File: config.mk
export PLATFORM = sky130hd
export DESIGN_NAME = ipv4_header_filter
export DESIGN_NICKNAME = d
export VERILOG_FILES = /design/src/ihf_pkg.sv /design/src/ihf_front.sv /design/src/ihf_fifo.sv /design/src/ihf_back.sv /design/src/ipv4_header_filter.sv
export SDC_FILE = /design/constraint.sdc
export NUM_CORES = 1
export LEC_CHECK = 0
export ABC_AREA = 1
export BUFFER_PORTS_ARGS = -buffer_cell sky130_fd_sc_hd__buf_2
export CORE_MARGIN = 8
export CORE_UTILIZATION = 45
export DETAILED_ROUTE_END_ITERATION = 10
export PLACE_DENSITY = 0.69
export SLEW_MARGIN = 25
export SYNTH_ARGS = -nofsm -noshare
export SYNTH_HDL_FRONTEND = slang
export SYNTH_HIERARCHICAL = 1
export SYNTH_SLANG_ARGS = --single-unit
File: constraint.sdc
create_clock -name clk -period 9 [get_ports clk]
set_input_delay 2.25 -clock clk [delete_from_list [all_inputs] [get_ports clk]]
set_output_delay 2.25 -clock clk [all_outputs]
set_load 0.01 [all_outputs]
File: src/ihf_pkg.sv
// Shared types and constants for the IPv4 header filter.
// Used by the front parser, the record queue, the verdict stage and the top level.
`default_nettype none

package ihf_pkg;

    localparam int MAX_PACKET = 1024;
    // The byte counter must be able to hold MAX_PACKET itself.
    localparam int CNT_W      = $clog2(MAX_PACKET + 1);
    localparam int MIN_HEADER = 20;

    localparam logic [3:0] IPV4_VERSION = 4'd4;
    localparam logic [7:0] PROTO_ICMP   = 8'd1;
    localparam logic [7:0] PROTO_TCP    = 8'd6;
    localparam logic [7:0] PROTO_UDP    = 8'd17;

    // Depth must be a power of two so that the pointers wrap on their own.
    localparam int FIFO_DEPTH = 2;
    localparam int FIFO_AW    = $clog2(FIFO_DEPTH);
    localparam int FIFO_CW    = $clog2(FIFO_DEPTH + 1);

    localparam int IN_TDATA_W  = 8;
    localparam int OUT_TDATA_W = 64;

    typedef enum logic [3:0] {
        VERDICT_ICMP      = 4'd0,
        VERDICT_TCP       = 4'd1,
        VERDICT_UDP       = 4'd2,
        VERDICT_SHORT     = 4'd3,
        VERDICT_VERSION   = 4'd4,
        VERDICT_HDR_LEN   = 4'd5,
        VERDICT_TOTAL_LEN = 4'd6,
        VERDICT_CHECKSUM  = 4'd7,
        VERDICT_NOT_LOCAL = 4'd8,
        VERDICT_UNKNOWN   = 4'd9
    } verdict_t;

    // Everything captured from one packet, handed from the parser to the verdict stage.
    typedef struct packed {
        logic [CNT_W-1:0] rx_length;
        logic [7:0]       version_and_length;
        logic [15:0]      total_length;
        logic [15:0]      stored_checksum;
        logic [15:0]      running_sum;
        logic [7:0]       protocol_number;
        logic [31:0]      dest_address;
        logic [31:0]      sender_address;
    } pkt_rec_t;

    typedef struct packed {
        logic [31:0] source_address;
        logic [15:0] payload_length;
        logic [5:0]  payload_offset;
        verdict_t    verdict;
    } result_t;

endpackage

`default_nettype wire

File: src/ihf_front.sv
// Byte-wise header parser: captures header fields and keeps the ones'-complement sum.
// Pushes one packet record per packet into the record queue. Depends on ihf_pkg.
`default_nettype none

module ihf_front (
    input  wire logic            clk,
    input  wire logic            rst_n,
    input  wire logic            byte_valid,
    input  wire logic [7:0]      data_byte,
    input  wire logic            last_byte,
    output ihf_pkg::pkt_rec_t    rec,
    output logic                 rec_push
);

    localparam logic [ihf_pkg::CNT_W-1:0] IDX_VER_IHL = ihf_pkg::CNT_W'(0);
    localparam logic [ihf_pkg::CNT_W-1:0] IDX_TLEN_HI = ihf_pkg::CNT_W'(2);
    localparam logic [ihf_pkg::CNT_W-1:0] IDX_TLEN_LO = ihf_pkg::CNT_W'(3);
    localparam logic [ihf_pkg::CNT_W-1:0] IDX_PROTO   = ihf_pkg::CNT_W'(9);
    localparam logic [ihf_pkg::CNT_W-1:0] IDX_CSUM_HI = ihf_pkg::CNT_W'(10);
    localparam logic [ihf_pkg::CNT_W-1:0] IDX_CSUM_LO = ihf_pkg::CNT_W'(11);
    localparam logic [ihf_pkg::CNT_W-1:0] IDX_SRC_LO  = ihf_pkg::CNT_W'(12);
    localparam logic [ihf_pkg::CNT_W-1:0] IDX_DST_LO  = ihf_pkg::CNT_W'(16);
    localparam logic [ihf_pkg::CNT_W-1:0] IDX_DST_HI  = ihf_pkg::CNT_W'(19);
    localparam logic [ihf_pkg::CNT_W-1:0] CNT_MAX     = ihf_pkg::CNT_W'(ihf_pkg::MAX_PACKET);

    logic [ihf_pkg::CNT_W-1:0] count_reg, count_next;
    logic [7:0]                ver_len_reg, ver_len_next;
    logic [15:0]               total_reg, total_next;
    logic [15:0]               csum_reg, csum_next;
    logic [15:0]               sum_reg, sum_next;
    logic [7:0]                pending_reg, pending_next;
    logic [7:0]                proto_reg, proto_next;
    logic [31:0]               dest_reg, dest_next;
    logic [31:0]               sender_reg, sender_next;

    logic        active;
    logic [5:0]  ihl_bytes;
    logic [15:0] word;
    logic [16:0] sum_wide;

    assign active    = count_reg < CNT_MAX;
    assign ihl_bytes = {ver_len_reg[3:0], 2'b00};
    assign word      = {pending_reg, (count_reg == IDX_CSUM_LO) ? 8'h00 : data_byte};
    assign sum_wide  = {1'b0, sum_reg} + {1'b0, word};

    always_comb
    begin
        count_next   = count_reg;
        ver_len_next = ver_len_reg;
        total_next   = total_reg;
        csum_next    = csum_reg;
        sum_next     = sum_reg;
        pending_next = pending_reg;
        proto_next   = proto_reg;
        dest_next    = dest_reg;
        sender_next  = sender_reg;
        if (active)
        begin
            count_next = count_reg + ihf_pkg::CNT_W'(1);
            if (count_reg == IDX_VER_IHL) ver_len_next = data_byte;
            if (count_reg == IDX_TLEN_HI) total_next = {data_byte, total_reg[7:0]};
            if (count_reg == IDX_TLEN_LO) total_next = {total_reg[15:8], data_byte};
            if (count_reg == IDX_PROTO)   proto_next = data_byte;
            if (count_reg == IDX_CSUM_HI) csum_next = {data_byte, csum_reg[7:0]};
            if (count_reg == IDX_CSUM_LO) csum_next = {csum_reg[15:8], data_byte};
            if (count_reg >= IDX_SRC_LO && count_reg < IDX_DST_LO)
                sender_next = {sender_reg[23:0], data_byte};
            if (count_reg >= IDX_DST_LO && count_reg <= IDX_DST_HI)
                dest_next = {dest_reg[23:0], data_byte};
            // Even bytes are the high half of a header word; the checksum word sums as zero.
            if (!count_reg[0])
                pending_next = (count_reg == IDX_CSUM_HI) ? 8'h00 : data_byte;
            else if (16'(count_reg) < 16'(ihl_bytes))
                sum_next = sum_wide[15:0] + 16'(sum_wide[16]);
        end
    end

    always_comb
    begin
        rec.rx_length          = count_next;
        rec.version_and_length = ver_len_next;
        rec.total_length       = total_next;
        rec.stored_checksum    = csum_next;
        rec.running_sum        = sum_next;
        rec.protocol_number    = proto_next;
        rec.dest_address       = dest_next;
        rec.sender_address     = sender_next;
    end

    assign rec_push = byte_valid && last_byte;

    always_ff @(posedge clk or negedge rst_n)
    begin
        if (!rst_n)
        begin
            count_reg   <= '0;
            ver_len_reg <= '0;
            total_reg   <= '0;
            csum_reg    <= '0;
            sum_reg     <= '0;
            pending_reg <= '0;
            proto_reg   <= '0;
            dest_reg    <= '0;
            sender_reg  <= '0;
        end
        else if (byte_valid)
        begin
            if (last_byte)
            begin
                // Packet done: its record goes to the queue, state starts over.
                count_reg   <= '0;
                ver_len_reg <= '0;
                total_reg   <= '0;
                csum_reg    <= '0;
                sum_reg     <= '0;
                pending_reg <= '0;
                proto_reg   <= '0;
                dest_reg    <= '0;
                sender_reg  <= '0;
            end
            else
            begin
                count_reg   <= count_next;
                ver_len_reg <= ver_len_next;
                total_reg   <= total_next;
                csum_reg    <= csum_next;
                sum_reg     <= sum_next;
                pending_reg <= pending_next;
                proto_reg   <= proto_next;
                dest_reg    <= dest_next;
                sender_reg  <= sender_next;
            end
        end
    end

    a_count_bounded: assert property (@(posedge clk) disable iff (!rst_n)
        count_reg <= CNT_MAX)
        else $error("byte counter passed its saturation limit");

endmodule

`default_nettype wire

File: src/ihf_fifo.sv
// Short queue of packet records between the parser and the verdict stage.
// Depends on ihf_pkg.
`default_nettype none

module ihf_fifo (
    input  wire logic             clk,
    input  wire logic             rst_n,
    input  wire logic             push,
    input  wire ihf_pkg::pkt_rec_t push_rec,
    output logic                  full,
    input  wire logic             pop,
    output ihf_pkg::pkt_rec_t     head_rec,
    output logic                  empty
);

    ihf_pkg::pkt_rec_t           entry_reg [ihf_pkg::FIFO_DEPTH];
    logic [ihf_pkg::FIFO_AW-1:0] wr_ptr_reg;
    logic [ihf_pkg::FIFO_AW-1:0] rd_ptr_reg;
    logic [ihf_pkg::FIFO_CW-1:0] fill_reg;

    assign full     = fill_reg == ihf_pkg::FIFO_CW'(ihf_pkg::FIFO_DEPTH);
    assign empty    = fill_reg == '0;
    assign head_rec = entry_reg[rd_ptr_reg];

    always_ff @(posedge clk)
    begin
        if (push)
            entry_reg[wr_ptr_reg] <= push_rec;
    end

    always_ff @(posedge clk or negedge rst_n)
    begin
        if (!rst_n)
        begin
            wr_ptr_reg <= '0;
            rd_ptr_reg <= '0;
            fill_reg   <= '0;
        end
        else
        begin
            if (push)
                wr_ptr_reg <= wr_ptr_reg + ihf_pkg::FIFO_AW'(1);
            if (pop)
                rd_ptr_reg <= rd_ptr_reg + ihf_pkg::FIFO_AW'(1);
            if (push && !pop)
                fill_reg <= fill_reg + ihf_pkg::FIFO_CW'(1);
            else if (pop && !push)
                fill_reg <= fill_reg - ihf_pkg::FIFO_CW'(1);
        end
    end

    a_no_overflow: assert property (@(posedge clk) disable iff (!rst_n)
        push |-> !full)
        else $error("record pushed into a full queue");

    a_no_underflow: assert property (@(posedge clk) disable iff (!rst_n)
        pop |-> !empty)
        else $error("record popped from an empty queue");

    a_fill_tracks_ptrs: assert property (@(posedge clk) disable iff (!rst_n)
        (fill_reg == '0) || (fill_reg == ihf_pkg::FIFO_CW'(ihf_pkg::FIFO_DEPTH))
        || (wr_ptr_reg != rd_ptr_reg))
        else $error("fill count disagrees with queue pointers");

endmodule

`default_nettype wire

File: src/ihf_back.sv
// Verdict stage: checks one packet record and holds the result in an output register.
// Depends on ihf_pkg.
`default_nettype none

module ihf_back (
    input  wire logic             clk,
    input  wire logic             rst_n,
    input  wire ihf_pkg::pkt_rec_t head_rec,
    input  wire logic             empty,
    output logic                  pop,
    input  wire logic [31:0]      local_address,
    output logic                  out_valid,
    input  wire logic             out_ready,
    output ihf_pkg::result_t      out_result
);

    logic                    out_valid_reg;
    ihf_pkg::result_t        out_result_reg;
    ihf_pkg::result_t        result_next;

    logic [15:0] len16;
    logic [5:0]  ihl_bytes;
    logic [15:0] ihl16;
    logic [15:0] calc_sum;

    assign len16     = 16'(head_rec.rx_length);
    assign ihl_bytes = {head_rec.version_and_length[3:0], 2'b00};
    assign ihl16     = 16'(ihl_bytes);
    assign calc_sum  = ~head_rec.running_sum;

    always_comb
    begin
        // First failing check wins.
        if (len16 < 16'(ihf_pkg::MIN_HEADER))
            result_next.verdict = ihf_pkg::VERDICT_SHORT;
        else if (head_rec.version_and_length[7:4] != ihf_pkg::IPV4_VERSION)
            result_next.verdict = ihf_pkg::VERDICT_VERSION;
        else if (ihl16 < 16'(ihf_pkg::MIN_HEADER) || ihl16 > len16)
            result_next.verdict = ihf_pkg::VERDICT_HDR_LEN;
        else if (head_rec.total_length > len16)
            result_next.verdict = ihf_pkg::VERDICT_TOTAL_LEN;
        else if (calc_sum != head_rec.stored_checksum)
            result_next.verdict = ihf_pkg::VERDICT_CHECKSUM;
        else if (head_rec.dest_address != local_address)
            result_next.verdict = ihf_pkg::VERDICT_NOT_LOCAL;
        else if (head_rec.protocol_number == ihf_pkg::PROTO_ICMP)
            result_next.verdict = ihf_pkg::VERDICT_ICMP;
        else if (head_rec.protocol_number == ihf_pkg::PROTO_TCP)
            result_next.verdict = ihf_pkg::VERDICT_TCP;
        else if (head_rec.protocol_number == ihf_pkg::PROTO_UDP)
            result_next.verdict = ihf_pkg::VERDICT_UDP;
        else
            result_next.verdict = ihf_pkg::VERDICT_UNKNOWN;

        result_next.payload_offset = ihl_bytes;
        result_next.payload_length = (head_rec.total_length >= ihl16)
                                     ? head_rec.total_length - ihl16 : 16'd0;
        result_next.source_address = head_rec.sender_address;
    end

    assign pop        = !empty && (!out_valid_reg || out_ready);
    assign out_valid  = out_valid_reg;
    assign out_result = out_result_reg;

    always_ff @(posedge clk or negedge rst_n)
    begin
        if (!rst_n)
            out_valid_reg <= 1'b0;
        else if (pop)
            out_valid_reg <= 1'b1;
        else if (out_ready)
            out_valid_reg <= 1'b0;
    end

    always_ff @(posedge clk)
    begin
        if (pop)
            out_result_reg <= result_next;
    end

endmodule

`default_nettype wire

File: src/ipv4_header_filter.sv
// IPv4 receive-header filter: takes one packet byte per transfer (tlast on the final byte)
// and gives one result transfer per packet with the verdict, payload offset, payload
// length and source address. Input bytes are taken at one per clock while s_tready is
// high; the parser keeps a single 16-bit end-around add per header word. The result
// passes from the last byte through a two-entry record queue and an output register,
// so the input stalls only when both queue entries are waiting on a stalled output.
// Bytes beyond MAX_PACKET count toward nothing. No clearing pass is needed after reset.
// Depends on ihf_pkg, ihf_front, ihf_fifo and ihf_back.
`default_nettype none

module ipv4_header_filter (
    input  wire logic                             clk,
    input  wire logic                             rst_n,
    input  wire logic                             s_tvalid,
    output logic                                  s_tready,
    input  wire logic [ihf_pkg::IN_TDATA_W-1:0]   s_tdata,   // [7:0] data_byte
    input  wire logic                             s_tlast,   // last_byte
    output logic                                  m_tvalid,
    input  wire logic                             m_tready,
    // [3:0] verdict, [9:4] payload_offset, [25:10] payload_length,
    // [57:26] source_address, [63:58] zero
    output logic [ihf_pkg::OUT_TDATA_W-1:0]       m_tdata,
    input  wire logic                             cfg_valid,
    output logic                                  cfg_ready,
    input  wire logic [31:0]                      cfg_data   // local_address
);

    logic [31:0]        local_addr_reg;
    logic               byte_xfer;
    ihf_pkg::pkt_rec_t  push_rec;
    logic               push;
    logic               full;
    logic               pop;
    logic               empty;
    ihf_pkg::pkt_rec_t  head_rec;
    ihf_pkg::result_t   out_result;

    assign cfg_ready = 1'b1;
    assign s_tready  = !full;
    assign byte_xfer = s_tvalid && s_tready;

    always_ff @(posedge clk or negedge rst_n)
    begin
        if (!rst_n)
            local_addr_reg <= '0;
        else if (cfg_valid && cfg_ready)
            local_addr_reg <= cfg_data;
    end

    ihf_front u_front (
        .clk        (clk),
        .rst_n      (rst_n),
        .byte_valid (byte_xfer),
        .data_byte  (s_tdata[7:0]),
        .last_byte  (s_tlast),
        .rec        (push_rec),
        .rec_push   (push)
    );

    ihf_fifo u_fifo (
        .clk      (clk),
        .rst_n    (rst_n),
        .push     (push),
        .push_rec (push_rec),
        .full     (full),
        .pop      (pop),
        .head_rec (head_rec),
        .empty    (empty)
    );

    ihf_back u_back (
        .clk           (clk),
        .rst_n         (rst_n),
        .head_rec      (head_rec),
        .empty         (empty),
        .pop           (pop),
        .local_address (local_addr_reg),
        .out_valid     (m_tvalid),
        .out_ready     (m_tready),
        .out_result    (out_result)
    );

    assign m_tdata = {6'b0,
                      out_result.source_address,
                      out_result.payload_length,
                      out_result.payload_offset,
                      out_result.verdict};

endmodule

`default_nettype wire
Word level (Yosys, flattened, before mapping)
Memories as Yosys holds them, arrays and structs flattened.
Index checks and enable logic that the tools add are counted.
- input port bits: 46
- memories: 1
- RAM bits: 278
- flip-flop bits (word level): 240
- word-level logic and storage cells: 119
- output and inout bits: 67
- reduce and logical (&&, ||, !) cells: 21
- $add $sub $neg: 8
- $lt $le $gt $ge: 11
- muxes and demuxes: 45
- equal/unequal tests: 13
- bitwise operators: 1
- memory list (memory ; depth ; bits a word ; rd ports ; clocked after Yosys merged registers in ; write ports ; RTL line ; RTL):
    u_fifo.entry_reg ; 2 ; 139 ; 1 ; 0 ; 1 ; ihf_fifo.sv:16 ; ihf_pkg::pkt_rec_t entry_reg [ihf_pkg::FIFO_DEPTH];
- operators with widths (kind ; count):
    16-bit 2-to-1 mux ; 12
    32-bit 2-to-1 mux ; 6
    8-bit 2-to-1 mux ; 11
    11-bit by 4-bit equality test with 1-bit output, second input constant ; 3
    32-bit inequality test ; 1
    11-bit by 2-bit equality test with 1-bit output, second input constant ; 2
    11-bit by 5-bit < comparator with 1-bit output, second input constant ; 2
    11-bit 2-to-1 mux ; 2
    16-bit by 16-bit adder with 17-bit output ; 1
    16-bit by 1-bit adder with 16-bit output ; 1
    16-bit by 6-bit >= comparator with 1-bit output ; 1
    16-bit by 11-bit greater-than comparator with 1-bit output ; 1
    4-bit 2-to-1 mux ; 4
    16-bit inequality test ; 1
    16-bit inverter ; 1
    16-bit by 6-bit subtractor with 16-bit output ; 1
    3-bit 2-to-1 mux ; 4
    11-bit by 1-bit adder with 11-bit output, second input constant ; 1
    11-bit by 4-bit >= comparator with 1-bit output, second input constant ; 1
    11-bit by 5-bit >= comparator with 1-bit output, second input constant ; 1
    6-bit by 11-bit greater-than comparator with 1-bit output ; 1
    11-bit by 5-bit less-or-equal comparator with 1-bit output, second input constant ; 1
    11-bit zero test ; 1
    11-bit < comparator, second input constant ; 1
    20 further kinds ; 38

Depth between registers and ports, before layout
Gate-level depths: netlist (run 1).
An unclocked memory read counts as a cell.
- word-level depth: 10
- gate-level depth with buffers: 30
- mapped depth without buffers: 30

Modules after synthesis
Netlist (run 1), hierarchy kept.
- by module, submodules not included (module ; area each (um2) ; sequential area each (um2) ; cells an instance ; times used):
    ihf_fifo ; 10654.0 ; 8448.1 ; 458 ; 1
    ihf_front ; 8854.7 ; 3678.5 ; 1227 ; 1
    ihf_back ; 3489.6 ; 1706.6 ; 396 ; 1
    ipv4_header_filter ; 1363.8 ; 800.8 ; 148 ; 1

Least setup slack after synthesis (run 1)
OpenSTA, ideal clock, no wires.
- kind: in2reg
- from: input s_tvalid
- to: memory u_fifo/entry_reg[0][0] (netlist bit), enable pin
- buffers on the path: 1
- library setup time: 0.641 ns
- setup slack: -0.548 ns
- data required time: 8.359 ns
- stages on the path: 7
- data arrival time: 8.906 ns
- cells stage by stage: inv_1 -> nor2_1 -> clkbuf_1 -> nand2_1 -> inv_1 -> inv_1 -> nor2_1
- cells in the longest elaborated chain, start to end: 4
- RTL lines (what ; RTL line ; RTL):
    from (decl) ; ipv4_header_filter.sv:14 ; input wire logic s_tvalid,
    1-bit logical AND ; ipv4_header_filter.sv:40 ; assign byte_xfer = s_tvalid && s_tready;
    named net byte_xfer ; ipv4_header_filter.sv:29 ; logic byte_xfer;
    1-bit logical AND ; ihf_front.sv:90 ; assign rec_push = byte_valid && last_byte;
    named net push ; ipv4_header_filter.sv:31 ; logic push;
    1-bit 2-to-1 mux ; ihf_fifo.sv:27 ; if (push)
    1-bit 2-to-1 mux (implied by the code) ; ihf_fifo.sv:28 ; entry_reg[wr_ptr_reg] <= push_rec;
    to (decl) ; ihf_fifo.sv:16 ;
The timed path passes the listed nets, and every way through them passes these cells.

==> results of run 1 <==
power by group:
group          internal, uW  switching, uW  total [uW]  leakage (uW)
Clock                  1190            913        2100      0.000804
Combinational          1000           1560        2560       0.00588
Sequential             3110            198        3310       0.00563
Total                  5310           2670        7970        0.0123
routing by layer:
| layer | wire length, microns | part of all wire, % |
|---|---|---|
| met1 | 23890 | 45 |
| met2 | 25680 | 48 |
| met3 | 2788 | 5.2 |
| met4 | 1158 | 2.2 |
| met5 | 25 | 0.047 |
area by class of cell:
type	count	share of cell area [%]
sequential	518	54.09
multi-input combinational	1302	29.56
inverter	331	4.647
timing repair buffer	117	2.354
clock buffer	74	5.225
clock inverter	22	0.8693
tap	696	3.218
antenna	4	0.03699
stage by stage:
stage / utilization (%) / setup slack, ns
finish: 50.38 / 3.618
global route: 50.37 / 3.255
CTS: 50.34 / 3.680
detailed placement: 47.27 / 3.051
global placement: 47.26 / 3.078
floorplan: - / 1.847
cells by family after synthesis:
kind of cell	Yosys count	synth area share, %
DFF	518	60.07
xor gates and xnor gates	54	1.941
AOI/OAI and AO/OA	304	7.149
other	3	0.04622
and+or+nand+nor	748	12.90
buffers and inverters	415	7.401
adders and majority gates	48	2.527
muxes	139	7.966
synth_stat cells (30+ instances only):
cell type,n
inv_1,322
dfrtp_1,184
mux2_2,39
mux2_4,100
edfxtp_1,334
nand3_1,55
o21ai_0,144
nor2_1,111
o22ai_1,79
nand2_1,504
clkbuf_1,43
ha_1,46
xor2_1,30
critical path, cell delays in order:
cell and delay [ns]:
buf_2 0.16, inv_1 0.30, nor2_1 0.10, ha_1 0.39, nand2_1 0.07, nand2_1 0.08
inv_1 0.05, nand2_1 0.10, nand2_1 0.08, nand2_1 0.08, nand2_1 0.07, nand2_1 0.09
a21oi_1 0.07, o21bai_1 0.19, ha_1 0.20, ha_1 0.18, inv_1 0.05, nor2_1 0.13
nand3_1 0.11, nor2_1 0.16, nand4_1 0.22, nor2_1 0.22, nand2_1 0.07, nand2_1 0.05
nand3_1 0.08, and2_1 0.17
worst paths after layout:
| kind | startpoint | to | slack (ns) |
|---|---|---|---|
| min reg2reg | local_addr_reg[11]$_DFFE_PN0P_ | local_addr_reg[11]$_DFFE_PN0P_ | 0.50 |
| min in group asynchronous | rst_n | u_front/total_reg[0]$_DFFE_PN0P_ | 1.66 |
| max | s_tdata[3] | u_fifo/entry_reg[0][86]$_DFFE_PP_ | 3.62 |
| min | local_addr_reg[11]$_DFFE_PN0P_ | local_addr_reg[11]$_DFFE_PN0P_ | 0.50 |
| max reg2reg | u_front/count_reg[10]$_DFFE_PN0P_ | u_fifo/entry_reg[0][86]$_DFFE_PP_ | 4.25 |
| max in group asynchronous | rst_n | u_fifo/rd_ptr_reg$_DFFE_PN0P_ | 6.01 |
==> out/results.tsv, run 1 <==
metric	value	unit
globalplace.congestion	0.8875	
worstSetupPathType	input port to register	
yosys_register_bits	518	
multi_input_area	7998	sq um
synth_area	24360	sq um
root_buffer	clkbuf_16	
max-slew-margin-rel	38.00	%
start_util	45.36	%
grt_use_total	16.90	%
skew	0.01643	ns
h-tree-depth	2	
cp.arrival	5.73	ns
wl	53540	microns
ys_seq_area_share	60.07	%
layout_commonest_cell	nand2_1	
insertion_delay	0.61	ns
cp_max_fo	7	
grt_pass1_vias	15650	
rsz0062_at_grt	false	
postCtsSetupBuffers	0	
whs	0.4977	ns
die_h	248.7	microns
power.density	294.7	nW/um^2
hp-class	register to register	
ys_async_sr_fraction	35.52	%
final_nets	2415	
dpl.cell_count	2964	
cts_tree	built	
synth_area_leaders	edfxtp_1 41%, dfrtp_1 19%, nand2_1 7.8%, mux2_4 6.2%, inv_1 5.0%	
die_x	248.7	microns
finalCriticalPeriod	5.382	ns
clkSlewWorstSetupHoldPaths	0.06	ns
tightest_slew	0.9203	ns
area_delta_synth_final	11.07	%
synth_top_area_share	41.17	%
drtIter0Drc	1435	
final_cells	3064	
ant_nets	0	
p_leak	0.01231	uW
io_buffers	103	
max-vdd-ir-drop	0.1647	mV
grt_max_degree	86	
synth_enable_flop_cells	334	
total_power	7974	uW
most-common-layout-cells	504 x nand2_1, 334 x edfxtp_1, 320 x inv_1	
numCtsBuffers	51	
synth_top_cell_by_area	edfxtp_1	
coreArea	53710	sq um
dr.pass1.iters	5	
io_pins	113	
synthCells	2229	
synth_cell_types	55	
met2_usage	28.01	%
clkSinkCount	518	
status	finished clean	
grt_overflow	0	
cts.repair.resized	0	
via_per_inst	5.148	
hpwl	35730	microns
hold_viol_final	0	
antenna_found_initial	5	
largest_register_ffs	278	
ctsHoldBuffers	0	
cap_violations	0	
met1_usage	22.51	%
wl_per_cell	17.47	microns
placement.cell_area	25390	sq um
ff_latch_area	14640	sq um
setup_viol_count_final	0	
fin_tns_setup	0	ns
worst_setup_path_end_kind	register	
top_usage_layer	met2	
min_period_over_period	59.80	%
startpoint_type	input port	
cts_buffer_depth	3	
die_area	61840	sq um
ys_warn_count	6	
final_area	27060	sq um
drv_slew	0	
grt_pass1_wl	85140	microns
drive_gt1_share	16.12	%
avgSynthCellArea	10.93	sq um
vias	15770	
ys.flop_type	edfxtp_1	
hold_path_depth	2	
reg2regPathDepth	27	
max_freq	185.8	MHz
filler_cell_count	4622	
fp-row-count	85	
use_met3	3.296	%
critPathRequiredTime	9.35	ns
drc	0	
(Power assumes the default switching activity.)
==> run 2: changes to the inputs <==
==> constraint.sdc (replaced) <==
create_clock -name clk -period 5.6 [get_ports clk]
set_input_delay 1.4 -clock clk [delete_from_list [all_inputs] [get_ports clk]]
set_output_delay 1.4 -clock clk [all_outputs]
set_load 0.01 [all_outputs]
==> run 2 against run 1 <==
  * Utilization barely moved
  * Setup slack got worse by 2.8 ns
  * Largest cell class unchanged
  * Critical path depth did not move
  * Hold slack got worse by 0.0059 ns
  * Cell count barely moved
  * Die area did not move
==> out/results.tsv, run 2 (synthesis results as in run 1) <==
metric	value	unit	change
status	finished clean		
cts.repair.resized	0		unchanged
max-slew-margin-rel	32.71	%	-5.3 points
cap_violations	0		unchanged
numCtsBuffers	50		-2.0%
critPathCapture	u_fifo/entry_reg[0][86]$_DFFE_PP_		
critPathLaunch	u_front/count_reg[3]$_DFFE_PN0P_		
grt_pass1_vias	16110		+2.9%
wl_met2	26600	microns	+3.6%
final_nets	2420		+0.21%
finalCriticalPeriod	4.772	ns	
root_buffer	clkbuf_16		
r2r_end	u_fifo/entry_reg[0][86]$_DFFE_PP_		
routed.top_layer	met5		
wl_per_cell	17.63	microns	+0.88%
reg2regPathDepth	26		-3.7%
io_buffers	103		unchanged
cts_buffer_depth	3		unchanged
postCtsSetupBuffers	0		unchanged
placement.cell_area	25490	sq um	+0.39%
clkSlewWorstSetupHoldPaths	0.07	ns	about the same
fin_tns_setup	0	ns	unchanged
tightest_slew	1.009	ns	+0.08908 ns
regToRegStartpoint	u_front/count_reg[3]$_DFFE_PN0P_		
drtIter0Drc	1162		-19%
final_cells	3063		-0.033%
setup_viol_count_final	0		unchanged
layout_commonest_cell	nand2_1		
power.density	470.9	nW/um^2	+60%
die_h	248.7	microns	unchanged
vias	15840		+0.40%
die_x	248.7	microns	unchanged
io_pins	113		unchanged
cp.arrival	5.11	ns	-0.62 ns
cp_max_fo	9		+2
most-common-layout-cells	504 x nand2_1, 334 x edfxtp_1, 320 x inv_1		
grt_pass1_wl	86660	microns	+1.8%
critPathRequiredTime	5.94	ns	-3.41 ns
antenna_found_initial	4		-1
start_util	45.36	%	unchanged
grt_use_total	17.20	%	+0.30 points
ctsHoldBuffers	0		unchanged
hpwl	37400	microns	+4.7%
max-vdd-ir-drop	0.2925	mV	+78%
rsz0062_at_grt	false		
drv_slew	0		unchanged
globalplace.congestion	0.8834		-0.46%
whs	0.4917	ns	-0.005927 ns
hold_viol_final	0		unchanged
drive_gt1_share	16.18	%	+0.064 points
dr.pass1.iters	5		unchanged
min_period_over_period	85.22	%	
fp-row-count	85		unchanged
clkSinkCount	518		unchanged
max_freq	209.5	MHz	
wl_met1	23640	microns	-1.0%
dpl.cell_count	2970		+0.20%
area_delta_synth_final	11.18	%	about the same
hp-class	register to register		
cts_tree	built		
largest_register_ffs	278		unchanged
worst_setup_path_end_kind	register		
final_area	27080	sq um	about the same
die_area	61840	sq um	unchanged
coreArea	53710	sq um	unchanged
startpoint_type	register		
worstSetupPathType	register to register		
skew	0.01689	ns	+0.0004664 ns
via_per_inst	5.170		+0.43%
ant_nets	0		unchanged
drc	0		unchanged
antennaDiodeCount	0		-4
filler_cell_count	4640		+0.39%
wl_met3	2492	microns	-11%
h-tree-depth	2		unchanged
p_leak	0.01232	uW	+0.11%
grt_max_degree	100		+16%
wl	54000	microns	+0.85%
grt_overflow	0		unchanged
insertion_delay	0.60	ns	about the same
ff2ff_setup_slack	0.83	ns	-3.42 ns
==> run 2: cell count changes in the layout (fill, tap and decap cells not counted), moves of 2 or more <==
cell,before,now
buf_12,0,5
clkinv_2,11,8
buf_6,2,0
clkinv_8,3,1
diode_2,4,0
buf_4,12,15
inv_6,2,0
clkinv_1,6,8
clkbuf_16,52,50
==> run 2: power by group <==
part           internal [uW]  total, uW  switching [uW]
clock                   1850       3280            1430
combinational           1640       4160            2520
sequential              5000       5310             312
total                   8480      12800            4270
==> run 2: layout make-up <==
cell class                      count  area (sq um)  area share, %
Clock buffer                       71          1360          5.021
Inverter                          331          1254          4.629
Sequential cell                   518         14640          54.04
Tap cell                          696         870.8          3.215
Multi-Input combinational cell   1302          7998          29.53
Timing Repair Buffer              123         737.0          2.721
Clock inverter                     22         227.7         0.8408
==> run 2: worst min-delay path by stage <==
stage / start / end / slack, ns / depth (start not counted)
finish: u_front/ver_len_reg[5]$_DFFE_PN0P_ / u_front/ver_len_reg[5]$_DFFE_PN0P_ / 0.49 / 2
global route: u_front/dest_reg[25]$_DFFE_PN0P_ / u_front/dest_reg[25]$_DFFE_PN0P_ / 0.52 / 1
CTS: u_front/ver_len_reg[5]$_DFFE_PN0P_ / u_front/ver_len_reg[5]$_DFFE_PN0P_ / 0.49 / 2
detailed placement: u_front/ver_len_reg[5]$_DFFE_PN0P_ / u_front/ver_len_reg[5]$_DFFE_PN0P_ / 0.48 / 2
global placement: u_front/ver_len_reg[6]$_DFFE_PN0P_ / u_front/ver_len_reg[6]$_DFFE_PN0P_ / 0.47 / 2
floorplan: u_front/ver_len_reg[4]$_DFFE_PN0P_ / u_front/ver_len_reg[4]$_DFFE_PN0P_ / 0.45 / 2
==> run 2: metrics by stage <==
step / util, % / setup slack [ns] / total power (uW)
floorplan: - / 0.1570 / 8471
global placement: 47.46 / 0.6047 / 9432
detailed placement: 47.46 / 0.4950 / 9552
CTS: 50.42 / 0.9142 / 12860
global route: 50.43 / 0.4219 / 13520
finish: 50.43 / 0.8277 / 12750
==> run 2: routing by layer <==
layer / up-vias / GRT usage (%)
met3: 82 / 2.994
met4: 6 / 4.660
met2: 386 / 29.53
met1: 7729 / 22.34
met5: - / 0
li1: 7632 / -
==> run 2: worst max-delay path: stages (launching register included) <==
cell	delay (ns)
dfrtp_1	0.58
inv_2	0.15
nor2_1	0.23
inv_1	0.11
nor3_4	0.41
nor2_1	0.09
ha_1	0.43
nand3_1	0.13
nand2_1	0.14
nand2_1	0.08
nand2_1	0.08
nand2_1	0.07
nand2_1	0.09
a21oi_1	0.06
o21bai_1	0.20
ha_1	0.21
ha_1	0.19
inv_1	0.05
nor2_1	0.13
nand3_1	0.11
nor2_1	0.17
nand4_1	0.19
nor2_1	0.21
nand2_1	0.07
nand2_1	0.06
nand3_1	0.08
and2_1	0.18
